File: src/rtl/flp_pkg.sv
package flp_pkg;

	localparam logic [7:0] CH_STX   = 8'h02;
	localparam logic [7:0] CH_ETX   = 8'h03;
	localparam logic [7:0] CH_GS    = 8'h1D;
	localparam logic [7:0] CH_RS    = 8'h1E;
	localparam logic [7:0] CH_MINUS = 8'h2D;
	localparam logic [7:0] CH_ZERO  = 8'h30;
	localparam logic [7:0] CH_NINE  = 8'h39;

	localparam logic [7:0] INT_CODE_RESET = 8'd1;
	localparam logic [7:0] STR_CODE_RESET = 8'd2;

	localparam int TDATA_W = 80;
	localparam int TUSER_W = 2;

	localparam logic KIND_INT  = 1'b0;
	localparam logic KIND_TEXT = 1'b1;

	// Register word index, taken from paddr[2].
	localparam logic REG_INT_CODE = 1'b0;
	localparam logic REG_STR_CODE = 1'b1;

	typedef enum logic [7:0] {
		PH_STANDBY = 8'b0000_0001,
		PH_STAMP   = 8'b0000_0010,
		PH_NAME    = 8'b0000_0100,
		PH_TYPE    = 8'b0000_1000,
		PH_INT     = 8'b0001_0000,
		PH_NEG     = 8'b0010_0000,
		PH_TEXT    = 8'b0100_0000,
		PH_SKIP    = 8'b1000_0000
	} phase_t;

	typedef enum logic [5:0] {
		SQ_IDLE = 6'b00_0001,
		SQ_STEP = 6'b00_0010,
		SQ_INT  = 6'b00_0100,
		SQ_RD   = 6'b00_1000,
		SQ_TXT  = 6'b01_0000,
		SQ_TERM = 6'b10_0000
	} seq_t;

	typedef struct packed {
		logic byte_load;
		logic frame_clr;
		logic stamp_acc;
		logic name_load;
		logic name_clr;
		logic type_load;
		logic mag_acc;
		logic mag_clr;
		logic text_wr;
		logic text_clr;
		logic ovf_set;
		logic rd_en;
		logic emit_int;
		logic neg;
		logic emit_txt;
		logic emit_term;
	} cmd_t;

	typedef struct packed {
		logic is_stx;
		logic is_etx;
		logic is_gs;
		logic is_rs;
		logic is_minus;
		logic is_digit;
		logic type_int;
		logic type_str;
		logic text_full;
		logic rd_more;
		logic out_free;
	} status_t;

endpackage

File: src/rtl/flp_ram.sv
module flp_ram #(
	parameter int WIDTH = 8,
	parameter int DEPTH = 63,
	localparam int AW = (DEPTH > 1) ? $clog2(DEPTH) : 1
) (
	input  logic             clk,
	input  logic             wr_en,
	input  logic [AW-1:0]    wr_addr,
	input  logic [WIDTH-1:0] wr_data,
	input  logic             rd_en,
	input  logic [AW-1:0]    rd_addr,
	output logic [WIDTH-1:0] rd_data
);

	logic [WIDTH-1:0] mem_q [DEPTH];
	logic [WIDTH-1:0] rd_data_q;

	always_ff @(posedge clk) begin
		if (wr_en) begin
			mem_q[wr_addr] <= wr_data;
		end
		if (rd_en) begin
			rd_data_q <= mem_q[rd_addr];
		end
	end

	assign rd_data = rd_data_q;

endmodule

File: src/rtl/flp_ctrl.sv
module flp_ctrl
	import flp_pkg::*;
(
	input  logic    clk,
	input  logic    arst_n,
	input  logic    s_tvalid,
	output logic    s_tready,
	input  status_t st,
	output cmd_t    cmd
);

	seq_t   sq_q, sq_d;
	phase_t ph_q, ph_d;

	always_ff @(posedge clk or negedge arst_n) begin
		if (!arst_n) begin
			sq_q <= SQ_IDLE;
			ph_q <= PH_STANDBY;
		end else begin
			sq_q <= sq_d;
			ph_q <= ph_d;
		end
	end

	always_comb begin
		cmd      = '0;
		sq_d     = sq_q;
		ph_d     = ph_q;
		s_tready = 1'b0;
		case (sq_q)
			SQ_IDLE: begin
				s_tready = 1'b1;
				if (s_tvalid) begin
					cmd.byte_load = 1'b1;
					sq_d          = SQ_STEP;
				end
			end
			SQ_STEP: begin
				sq_d = SQ_IDLE;
				if (st.is_stx) begin
					// STX restarts the frame from any phase.
					cmd.frame_clr = 1'b1;
					ph_d          = PH_STAMP;
				end else begin
					case (ph_q)
						PH_STANDBY: begin
						end
						PH_STAMP: begin
							if (st.is_gs) begin
								ph_d = PH_NAME;
							end else if (st.is_digit) begin
								cmd.stamp_acc = 1'b1;
							end
						end
						PH_NAME: begin
							if (st.is_etx) begin
								ph_d = PH_STANDBY;
							end else if (st.is_rs) begin
								ph_d = PH_TYPE;
							end else begin
								cmd.name_load = 1'b1;
							end
						end
						PH_TYPE: begin
							if (st.is_rs) begin
								if (st.type_int) begin
									ph_d = PH_INT;
								end else if (st.type_str) begin
									ph_d = PH_TEXT;
								end else begin
									ph_d = PH_SKIP;
								end
							end else begin
								cmd.type_load = 1'b1;
							end
						end
						PH_INT, PH_NEG: begin
							if (st.is_gs) begin
								sq_d = SQ_INT;
							end else if (st.is_digit) begin
								cmd.mag_acc = 1'b1;
							end else if (st.is_minus && ph_q == PH_INT) begin
								ph_d = PH_NEG;
							end else begin
								ph_d = PH_SKIP;
							end
						end
						PH_TEXT: begin
							if (st.is_gs) begin
								sq_d = SQ_RD;
							end else if (!st.text_full) begin
								cmd.text_wr = 1'b1;
							end else begin
								cmd.ovf_set = 1'b1;
							end
						end
						PH_SKIP: begin
							if (st.is_gs) begin
								ph_d = PH_NAME;
							end
						end
						default: begin
							ph_d = PH_STANDBY;
						end
					endcase
				end
			end
			SQ_INT: begin
				if (st.out_free) begin
					cmd.emit_int = 1'b1;
					cmd.neg      = (ph_q == PH_NEG);
					cmd.name_clr = 1'b1;
					cmd.mag_clr  = 1'b1;
					ph_d         = PH_NAME;
					sq_d         = SQ_IDLE;
				end
			end
			SQ_RD: begin
				if (st.rd_more) begin
					cmd.rd_en = 1'b1;
					sq_d      = SQ_TXT;
				end else begin
					sq_d = SQ_TERM;
				end
			end
			SQ_TXT: begin
				if (st.out_free) begin
					cmd.emit_txt = 1'b1;
					sq_d         = SQ_RD;
				end
			end
			SQ_TERM: begin
				if (st.out_free) begin
					cmd.emit_term = 1'b1;
					cmd.name_clr  = 1'b1;
					cmd.text_clr  = 1'b1;
					ph_d          = PH_NAME;
					sq_d          = SQ_IDLE;
				end
			end
			default: begin
				sq_d = SQ_IDLE;
			end
		endcase
	end

endmodule

File: src/rtl/flp_datapath.sv
module flp_datapath
	import flp_pkg::*;
#(
	parameter int TEXT_DEPTH = 63
) (
	input  logic               clk,
	input  logic               arst_n,
	input  logic [7:0]         rx_byte,
	input  cmd_t               cmd,
	input  logic [7:0]         int_code,
	input  logic [7:0]         str_code,
	output status_t            st,
	output logic               m_tvalid,
	input  logic               m_tready,
	output logic [TDATA_W-1:0] m_tdata,
	output logic [TUSER_W-1:0] m_tuser,
	output logic               m_tlast
);

	localparam int CW = $clog2(TEXT_DEPTH + 1);
	localparam int AW = (TEXT_DEPTH > 1) ? $clog2(TEXT_DEPTH) : 1;

	logic [7:0]        byte_q;
	logic [31:0]       stamp_q;
	logic [7:0]        name_q;
	logic [7:0]        type_q;
	logic [31:0]       mag_q;
	logic [CW-1:0]     count_q;
	logic              ovf_q;
	logic [CW-1:0]     rd_idx_q;
	logic [7:0]        rd_data;
	logic [31:0]       digit;

	logic              out_valid_q;
	logic              out_kind_q;
	logic [7:0]        out_name_q;
	logic [31:0]       out_stamp_q;
	logic signed [31:0] out_value_q;
	logic [7:0]        out_text_q;
	logic              out_last_q;
	logic              out_trunc_q;

	// ASCII digits carry their value in the low nibble.
	assign digit = {28'd0, byte_q[3:0]};

	assign st.is_stx    = (byte_q == CH_STX);
	assign st.is_etx    = (byte_q == CH_ETX);
	assign st.is_gs     = (byte_q == CH_GS);
	assign st.is_rs     = (byte_q == CH_RS);
	assign st.is_minus  = (byte_q == CH_MINUS);
	assign st.is_digit  = (byte_q >= CH_ZERO) && (byte_q <= CH_NINE);
	assign st.type_int  = (type_q == int_code);
	assign st.type_str  = (type_q == str_code);
	assign st.text_full = (count_q == CW'(TEXT_DEPTH));
	assign st.rd_more   = (rd_idx_q < count_q);
	assign st.out_free  = !out_valid_q || m_tready;

	always_ff @(posedge clk) begin
		if (cmd.byte_load) begin
			byte_q <= rx_byte;
		end
	end

	always_ff @(posedge clk or negedge arst_n) begin
		if (!arst_n) begin
			stamp_q  <= '0;
			name_q   <= '0;
			type_q   <= '0;
			mag_q    <= '0;
			count_q  <= '0;
			ovf_q    <= 1'b0;
			rd_idx_q <= '0;
		end else begin
			if (cmd.frame_clr) begin
				stamp_q <= '0;
			end else if (cmd.stamp_acc) begin
				stamp_q <= (stamp_q << 3) + (stamp_q << 1) + digit;
			end
			if (cmd.frame_clr || cmd.name_clr) begin
				name_q <= '0;
			end else if (cmd.name_load) begin
				name_q <= byte_q;
			end
			if (cmd.frame_clr) begin
				type_q <= '0;
			end else if (cmd.type_load) begin
				type_q <= byte_q;
			end
			if (cmd.frame_clr || cmd.mag_clr) begin
				mag_q <= '0;
			end else if (cmd.mag_acc) begin
				mag_q <= (mag_q << 3) + (mag_q << 1) + digit;
			end
			if (cmd.frame_clr || cmd.text_clr) begin
				count_q  <= '0;
				ovf_q    <= 1'b0;
				rd_idx_q <= '0;
			end else begin
				if (cmd.text_wr) begin
					count_q <= count_q + CW'(1);
				end
				if (cmd.ovf_set) begin
					ovf_q <= 1'b1;
				end
				if (cmd.emit_txt) begin
					rd_idx_q <= rd_idx_q + CW'(1);
				end
			end
		end
	end

	flp_ram #(
		.WIDTH(8),
		.DEPTH(TEXT_DEPTH)
	) u_text_ram (
		.clk     (clk),
		.wr_en   (cmd.text_wr),
		.wr_addr (count_q[AW-1:0]),
		.wr_data (byte_q),
		.rd_en   (cmd.rd_en),
		.rd_addr (rd_idx_q[AW-1:0]),
		.rd_data (rd_data)
	);

	// Output register: the parser keeps taking bytes while a result waits here.
	always_ff @(posedge clk or negedge arst_n) begin
		if (!arst_n) begin
			out_valid_q <= 1'b0;
		end else if (cmd.emit_int || cmd.emit_txt || cmd.emit_term) begin
			out_valid_q <= 1'b1;
		end else if (m_tready) begin
			out_valid_q <= 1'b0;
		end
	end

	always_ff @(posedge clk) begin
		if (cmd.emit_int || cmd.emit_txt || cmd.emit_term) begin
			out_name_q  <= name_q;
			out_stamp_q <= stamp_q;
		end
		if (cmd.emit_int) begin
			out_kind_q  <= KIND_INT;
			out_value_q <= cmd.neg ? $signed(32'd0 - mag_q) : $signed(mag_q);
			out_text_q  <= '0;
			out_last_q  <= 1'b1;
			out_trunc_q <= 1'b0;
		end else if (cmd.emit_txt) begin
			out_kind_q  <= KIND_TEXT;
			out_value_q <= '0;
			out_text_q  <= rd_data;
			out_last_q  <= 1'b0;
			out_trunc_q <= ovf_q;
		end else if (cmd.emit_term) begin
			out_kind_q  <= KIND_TEXT;
			out_value_q <= '0;
			out_text_q  <= '0;
			out_last_q  <= 1'b1;
			out_trunc_q <= ovf_q;
		end
	end

	assign m_tvalid = out_valid_q;
	assign m_tdata  = {out_text_q, out_value_q, out_stamp_q, out_name_q};
	assign m_tuser  = {out_trunc_q, out_kind_q};
	assign m_tlast  = out_last_q;

endmodule

File: src/rtl/framed_log_record_parser.sv
// Channel   Direction  Payload
// s_*       in         s_tdata: rx_byte
// m_*       out        m_tdata: source_name, stamp, int_value, text_byte; tuser: kind, truncated
// APB       in/out     int_type_code at 0x0, string_type_code at 0x4
//
// A received byte is captured (SQ_IDLE) and then updates the parse state (SQ_STEP).
// An integer record adds a state that loads its result (SQ_INT). A string record reads each
// buffered byte via the registered read port (SQ_RD), loads it (SQ_TXT), and ends in SQ_TERM.
// Reset is asynchronous; no clearing pass is needed after it.
// A stalled output holds the sequencer only when a new result must be loaded.
module framed_log_record_parser
	import flp_pkg::*;
#(
	parameter int TEXT_DEPTH = 63
) (
	input  logic               clk,
	input  logic               arst_n,
	input  logic               s_tvalid,
	output logic               s_tready,
	input  logic [7:0]         s_tdata,   // [7:0] rx_byte
	output logic               m_tvalid,
	input  logic               m_tready,
	output logic [TDATA_W-1:0] m_tdata,   // [7:0] source_name, [39:8] stamp,
	                                      // [71:40] int_value, [79:72] text_byte
	output logic [TUSER_W-1:0] m_tuser,   // [0] record_kind, [1] truncated
	output logic               m_tlast,
	input  logic               psel,
	input  logic               penable,
	input  logic               pwrite,
	input  logic [2:0]         paddr,
	input  logic [31:0]        pwdata,
	output logic [31:0]        prdata,
	output logic               pready
);

	logic [7:0] int_code_q;
	logic [7:0] str_code_q;
	logic       cfg_wr;
	cmd_t       cmd;
	status_t    st;

	assign pready = 1'b1;
	assign cfg_wr = psel && penable && pwrite && pready;

	always_ff @(posedge clk or negedge arst_n) begin
		if (!arst_n) begin
			int_code_q <= INT_CODE_RESET;
			str_code_q <= STR_CODE_RESET;
		end else if (cfg_wr) begin
			if (paddr[2] == REG_INT_CODE) begin
				int_code_q <= pwdata[7:0];
			end else begin
				str_code_q <= pwdata[7:0];
			end
		end
	end

	assign prdata = (paddr[2] == REG_STR_CODE) ? {24'd0, str_code_q} : {24'd0, int_code_q};

	flp_ctrl u_ctrl (
		.clk      (clk),
		.arst_n   (arst_n),
		.s_tvalid (s_tvalid),
		.s_tready (s_tready),
		.st       (st),
		.cmd      (cmd)
	);

	flp_datapath #(
		.TEXT_DEPTH(TEXT_DEPTH)
	) u_datapath (
		.clk      (clk),
		.arst_n   (arst_n),
		.rx_byte  (s_tdata),
		.cmd      (cmd),
		.int_code (int_code_q),
		.str_code (str_code_q),
		.st       (st),
		.m_tvalid (m_tvalid),
		.m_tready (m_tready),
		.m_tdata  (m_tdata),
		.m_tuser  (m_tuser),
		.m_tlast  (m_tlast)
	);

	// A new result is only loaded when the output register is empty or draining.
	a_no_overwrite: assert property (@(posedge clk) disable iff (!arst_n)
		(cmd.emit_int || cmd.emit_txt || cmd.emit_term) |-> (!m_tvalid || m_tready))
		else $error("result loaded over a pending transfer");

	a_one_action: assert property (@(posedge clk) disable iff (!arst_n)
		$onehot0({cmd.byte_load, cmd.emit_int, cmd.emit_txt, cmd.emit_term}))
		else $error("more than one sequencer action in a cycle");

	a_no_buffer_overrun: assert property (@(posedge clk) disable iff (!arst_n)
		cmd.text_wr |-> !st.text_full)
		else $error("text buffer written while full");

	// Every flushed byte goes back through a buffer read before the next result.
	a_flush_paced: assert property (@(posedge clk) disable iff (!arst_n)
		cmd.emit_txt |=> !(cmd.emit_txt || cmd.emit_term))
		else $error("text results loaded on consecutive cycles");

endmodule
File: config.mk
export PLATFORM = sky130hd
export DESIGN_NAME = framed_log_record_parser
export DESIGN_NICKNAME = d
export VERILOG_FILES = /design/src/rtl/flp_pkg.sv /design/src/rtl/flp_ram.sv /design/src/rtl/flp_ctrl.sv /design/src/rtl/flp_datapath.sv /design/src/rtl/framed_log_record_parser.sv
export SDC_FILE = /design/constraint.sdc
export NUM_CORES = 1
export LEC_CHECK = 0
export BUFFER_PORTS_ARGS = -buffer_cell sky130_fd_sc_hd__buf_2
export CAP_MARGIN = 20
export CORE_MARGIN = 3
export CORE_UTILIZATION = 50
export CTS_CLUSTER_DIAMETER = 50
export DETAILED_ROUTE_END_ITERATION = 8
export PLACE_DENSITY = 0.67
export SLEW_MARGIN = 20
export SYNTH_ARGS = -nofsm -noshare
export SYNTH_HDL_FRONTEND = slang
export SYNTH_SLANG_ARGS = --single-unit
File: constraint.sdc
create_clock -name clk -period 13.69 [get_ports clk]
set_clock_uncertainty 0.15 [all_clocks]
set_input_delay 0.6845 -clock clk [delete_from_list [all_inputs] [get_ports clk]]
set_output_delay 0.6845 -clock clk [all_outputs]
set_load 0.01 [all_outputs]
# Yosys cells after proc, flatten, opt, wreduce, memory -nomap -nowiden
# Memories as Yosys holds them, arrays and structs flattened. A register that Yosys moved wholly into a read port is not among the register bits.
# Index checks and enable logic that the tools add are counted.
[word_totals]
reg_bits = 215
ramBits = 504
input_bits = 50
word_cells = 180
memories = 1
[mem_list]
columns = ["name", "words", "width", "read_ports", "rd_ports_with_merged_regs", "wr", "line_no", "text"]
rows = [
  ["u_datapath.u_text_ram.mem_q", 63, 8, 1, 1, 1, "flp_ram.sv:15", "logic [WIDTH-1:0] mem_q [DEPTH];"],
]
[classes]
add_sub_neg = 7
order_cmp = 3
n_eq_ne = 31
n_mux = 87
n_bitwise = 1
reduce_logical = 30
[op_table]
columns = ["operator", "count"]
rows = [
  ["$mux 32", 8],
  ["$mux 8", 18],
  ["$add 32x32->32", 2],
  ["$add 32x4->32", 2],
  ["$mux 6", 9],
  ["$mux 1", 40],
  ["$pmux 8 s5", 1],
  ["$sub 1x32->32 const A", 1],
  ["$pmux 6 s5", 1],
  ["$eq 8x2->1 const B", 3],
  ["$eq 8x5->1 const B", 3],
  ["$reduce_bool 2->1", 10],
  ["$eq 8x6->1 const B", 2],
  ["$eq 8x8->1", 2],
  ["$ne 4x4->1 const B", 4],
  ["$pmux 8 s2", 1],
  ["$add 6x1->6 const B", 2],
  ["$eq 6x6->1 const B", 2],
  ["$pmux 6 s2", 1],
  ["$mux 2", 5],
  ["$eq 8x1->1 const B", 1],
  ["$eq 8x3->1 const B", 1],
  ["$eq 8x4->1 const B", 1],
  ["$eq 8x7->1 const B", 1],
  ["24 further kinds", 38],
]

# Longest topological paths before layout
[depth]
word_depth = 9
mapped_depth = 14
mapped_depth_nobuf = 14

# Cells and area by module
# A second synthesis with hierarchy kept.
[hier_totals]
hier_cells = 2263
area_unflattened_um2 = 33420.8
[by_module_without_submodules]
columns = ["module", "n_inst", "cells_each", "area_per_inst_um2", "seq_area_each_um2"]
rows = [
  ["flp_ram", 1, 951, 19924.1, 15374.7],
  ["flp_datapath", 1, 1106, 11418.5, 4974.8],
  ["flp_ctrl", 1, 136, 1153.6, 352.8],
  ["framed_log_record_parser", 1, 70, 924.6, 402.9],
]

# Worst setup path after synthesis
# Ideal clock, no wire load.
[synth_timing]
path_kind = "register -> register"
start = "register u_datapath.byte_q[3]"
end = "register u_datapath.stamp_q[31]"
t_arrival_ps = 4047
required_time_ps = 13411
path_slack_ps = 9364
path_stages_with_launch = 15
cell_sequence = "edfxtp_1 -> inv_1 -> fa_1 -> inv_1 -> ha_1 -> a211oi_2 -> o21bai_1 -> a2111o_1 -> a221oi_4 -> o21ai_2 -> a31oi_4 -> o221ai_2 -> a21oi_2 -> xnor2_1 -> o21ai_2"
[synth_between]
elab_chain_len = 8
[synth_lines]
columns = ["element", "line_no", "text"]
rows = [
  ["start, declared", "flp_datapath.sv:23", "logic [7:0] byte_q;"],
  ["start signal, assigned", "flp_datapath.sv:60", "byte_q <= rx_byte;"],
  ["$ge 8x6->1 / $le 8x6->1 (equally long branches)", "flp_datapath.sv:51", "assign st.is_digit = (byte_q >= CH_ZERO) && (byte_q <= CH_NINE);"],
  ["$logic_and 1x1->1", "flp_datapath.sv:51", ""],
  ["$mux 1", "flp_ctrl.sv:51", "end else if (st.is_digit) begin"],
  ["$mux 1", "flp_ctrl.sv:49", "if (st.is_gs) begin"],
  ["$mux 1", "flp_ctrl.sv:45", "case (ph_q)"],
  ["$mux 2", "flp_ctrl.sv:40", "if (st.is_stx) begin"],
  ["$mux 3", "flp_ctrl.sv:30", "case (sq_q)"],
  ["$reduce_bool 2->1 (no line)", "--", ""],
  ["end signal, assigned", "flp_datapath.sv:77", "stamp_q <= (stamp_q << 3) + (stamp_q << 1) + digit;"],
  ["end, declared", "flp_datapath.sv:24", "logic [31:0] stamp_q;"],
]
# Several ways; a longest one is shown, not always the timed one. The select of a mux whose other input is x is not followed.
# A chain may end at the register's enable or synchronous reset.

# Final worst setup path
[layout_timing]
start = "register u_datapath.byte_q[3]"
end = "register u_datapath.mag_q[29]"
[layout_between]
elab_chain_len = 8
[layout_lines]
columns = ["element", "line_no", "text"]
rows = [
  ["$ge 8x6->1 / $le 8x6->1 (equally long branches)", "flp_datapath.sv:51", ""],
  ["$logic_and 1x1->1", "flp_datapath.sv:51", ""],
  ["$mux 1", "flp_ctrl.sv:80", "end else if (st.is_digit) begin"],
  ["$mux 1", "--", ""],
  ["$mux 1", "flp_ctrl.sv:45", ""],
  ["$mux 2", "flp_ctrl.sv:40", ""],
  ["$mux 2", "flp_ctrl.sv:30", ""],
  ["$reduce_bool 2->1 (no line)", "--", ""],
  ["end signal, assigned", "flp_datapath.sv:92", "mag_q <= (mag_q << 3) + (mag_q << 1) + digit;"],
  ["end, declared", "flp_datapath.sv:27", "logic [31:0] mag_q;"],
]
# Several ways; a longest one is shown, not always the timed one. The select of a mux whose other input is x is not followed.

==> flow_summary.toml <==
[clock_tree]
htree_levels = 3
cts_hold_buf = 1
post_cts_resized = 0
tritoncts = "yes"
clk_pin_slew_worst_paths_ns = 0.06
cts_sinks = 727
cts_setup_buffers = 0
cts_made_buffers = 81
insertion_delay_ns = 0.62
cts_root_buf = "clkbuf_16"
cts_buffer_depth = 3

[global_routing]
grt_overflow = 0
grt_pass1_vias = 18600
grt_pass1_wl_um = 107000
antenna_found_initial = 0
grt_util_all_layers_pct = 20.4
grt_max_degree = 75

[detailed_routing]
remaining_drc_errors = 0
wl_per_cell_um = 21.9
avgViaCountPerCell = 5.82
via_count = 18400
routed_wl_um = 69400
ant_nets = 0
firstDrtPassIters = 5
drt_iter0_drc = 1456

[die]
boundaryPins = 168
row_count = 93
coreArea_um2 = 64700
fp.dieH_um = 262
fp.dieW_um = 262
initial_utilization_pct = 50.7
dieArea_um2 = 68700

[power]
cellPowerDensity_nw_per_um2 = 143
power_leakage_nw = 13.2
irDropWorstVdd_uv = 108

[synth]
yosysUniqueCellTypes = 81
synth_edf_count = 592
netlist_area_um2 = 32800
synth_seq_cells = 727
syn_area_per_cell_um2 = 15.6
synth-main-ff-cell = "edfxtp_1"
yosys_warnings = 0
synthCells = 2107
synth-seq-area-share_pct = 64.3
synthArstFlopShare_pct = 17.1

[sta]
max_clock_freq_ghz = 0.217
relSlewSlack_pct = 30.2
fin_ws_ns = 9.08
final.setup.tns_ns = 0
whs_ns = 0.0973
period_share_pct = 33.7
slew_viol_final = 0
setup_viol = 0
tightest_slew_ns = 1.04
final_hold_viol_count = 0
period_minus_slack_ns = 4.61
rsz0062_at_grt = "no"

[status]
status = "completed"

[placed_design]
place_congestion = 0.868
hpwl_um = 44100
pre_cts_slack_ns = 9.05
io_buffers = 116

[worst_setup_path]
cp.arrival_ns = 4.94
r2r_start = "u_datapath.byte_q[3]$_DFFE_PP_"
cp_num_cells = 15
crit_path_max_incr_delay_ns = 0.60
crit_family = "compound AO/OA/AOI/OAI gates"
rrSetupSlack_ns = 9.08
critPathKind = "register to register"
crit_path_top_delay_cell = "fa_1"
rr_endpoint = "u_datapath.mag_q[29]$_DFFE_PN0P_"
crit_path_start = "u_datapath.byte_q[3]$_DFFE_PP_"
critical_path_buf_inv_count = 3
path_cells = "buf_4, inv_1, fa_1, inv_1, ha_1, a211oi_1, o21bai_1, o22ai_1, o21ai_1, a21o_1, a21oi_1, nor2_1, a311o_1, xnor2_1, o21ai_1"
r2r_cells = 15
critPathCaptureType = "register"
critPathCapture = "u_datapath.mag_q[29]$_DFFE_PN0P_"
required_ns = 14.02
crit_fanout = 71
cp-start-kind = "register"

[cells_and_area]
layout_common_cells = "592 x edfxtp_1, 160 x mux4_2, 157 x nor2_1"
fillCellCount = 5081
layout.nets = 2420
final_common_cell = "edfxtp_1"
syn_to_final_growth_pct = 12.2
fin_util_pct = 56.9
n_antenna_cell = 0
drive_above_1_share_pct = 21.0

[hold_path]
worstHoldStart = "s_tdata[3]"
hp-class = "primary input to register"

[run]
maxCapViolations = 0
==> report_power, final <==
part	leakage [nW]	internal, mW	switching (mW)
sequential	6.98	2.47	0.0295
combinational	4.97	0.267	0.404
clock	1.26	1.23	0.870
total	13.2	3.97	1.30
==> area by class of cell <==
class                           instances  area (um2)  area share (%)
Sequential cell                       727       21100            57.4
Tap cell                              855        1070            2.91
Clock buffer                          104        2120            5.77
Multi-Input combinational cell       1258       11100            30.1
Inverter                               35         131           0.357
Clock inverter                         45         472            1.28
Timing Repair Buffer                  139         795            2.16
==> per-stage QoR <==
stage / std cells / instance area, um2 / power (mW)
2_1_floorplan: 2130 / 32900 / 3.05
3_5_place_dp: 3011 / 34100 / 3.22
6_report: 3163 / 36800 / 5.27
4_1_cts: 3161 / 36700 / 5.31
3_3_place_gp: 3011 / 34100 / 3.20
5_1_grt: 3163 / 36800 / 5.48
==> cells in the mapped netlist (14+ instances only) <==
cell | n | area share (%)
a21o_1 | 24 | 0.55
a21oi_1 | 88 | 1.3
a22o_1 | 14 | 0.37
buf_1 | 15 | 0.17
buf_2 | 15 | 0.23
buf_4 | 33 | 0.76
clkbuf_1 | 44 | 0.50
dfrtp_1 | 120 | 9.2
edfxtp_1 | 592 | 54
ha_1 | 124 | 4.7
inv_1 | 35 | 0.40
mux2_2 | 25 | 0.86
mux4_2 | 160 | 11
nand2_1 | 97 | 1.1
nand3_1 | 94 | 1.4
nor2_1 | 158 | 1.8
nor3_1 | 16 | 0.24
o21ai_0 | 64 | 0.98
o21ai_1 | 59 | 0.90
or3_1 | 15 | 0.29
xnor2_1 | 49 | 1.3
xor2_1 | 64 | 1.7
==> layer usage <==
layer / routed length (um) / track usage [%]
met2: 34500 / 34.0
met1: 28800 / 27.6
met4: 1990 / 6.63
met5: 0 / 0
met3: 4010 / 3.54
==> sequential cells by signal, indices dropped and copies added (netlist names) <==
register                       count
u_datapath.stamp_q                32
u_datapath.name_q                  8
u_datapath.u_text_ram.rd_data      8
int_code_q                         8
u_datapath.mag_q                  32
u_datapath.rd_idx_q                6
u_datapath.u_text_ram.mem_q      504
u_datapath.m_tvalid                1
u_datapath.out_trunc_q             1
u_datapath.byte_q                  8
u_datapath.m_tlast                 1
u_datapath.out_name_q              8
u_datapath.count_q                 6
str_code_q                         8
u_ctrl.sq_q                        6
u_datapath.out_text_q              8
u_datapath.out_kind_q              1
u_datapath.out_value_q            32
u_datapath.ovf_q                   1
u_datapath.out_stamp_q            32
u_ctrl.ph_q                        8
u_datapath.type_q                  8
==> worst min path at each step <==
stage | cells past startpoint | end
after floorplan | 0 | int_code_q[1]$_DFFE_PN0P_
after global placement | 0 | u_datapath.out_name_q[7]$_DFFE_PP_
after detailed placement | 0 | u_datapath.out_name_q[0]$_DFFE_PP_
after CTS | 1 | u_datapath.byte_q[2]$_DFFE_PP_
after global routing | 1 | u_datapath.byte_q[3]$_DFFE_PP_
final | 1 | u_datapath.byte_q[3]$_DFFE_PP_
==> cells by family (layout without fill, tap and decap cells) <==
group	Yosys count	count (layout)	synth area share (%)
DFF	727	727	64.3
and+or+nand+nor	477	477	7.03
AOI/OAI and AO/OA	314	314	6.01
buffers and inverters	145	323	2.16
xor gates and xnor gates	113	113	3.02
muxes	201	201	12.4
adders and majority gates	128	128	4.97
other	2	25	0.0229
(Power assumes the default switching activity.)
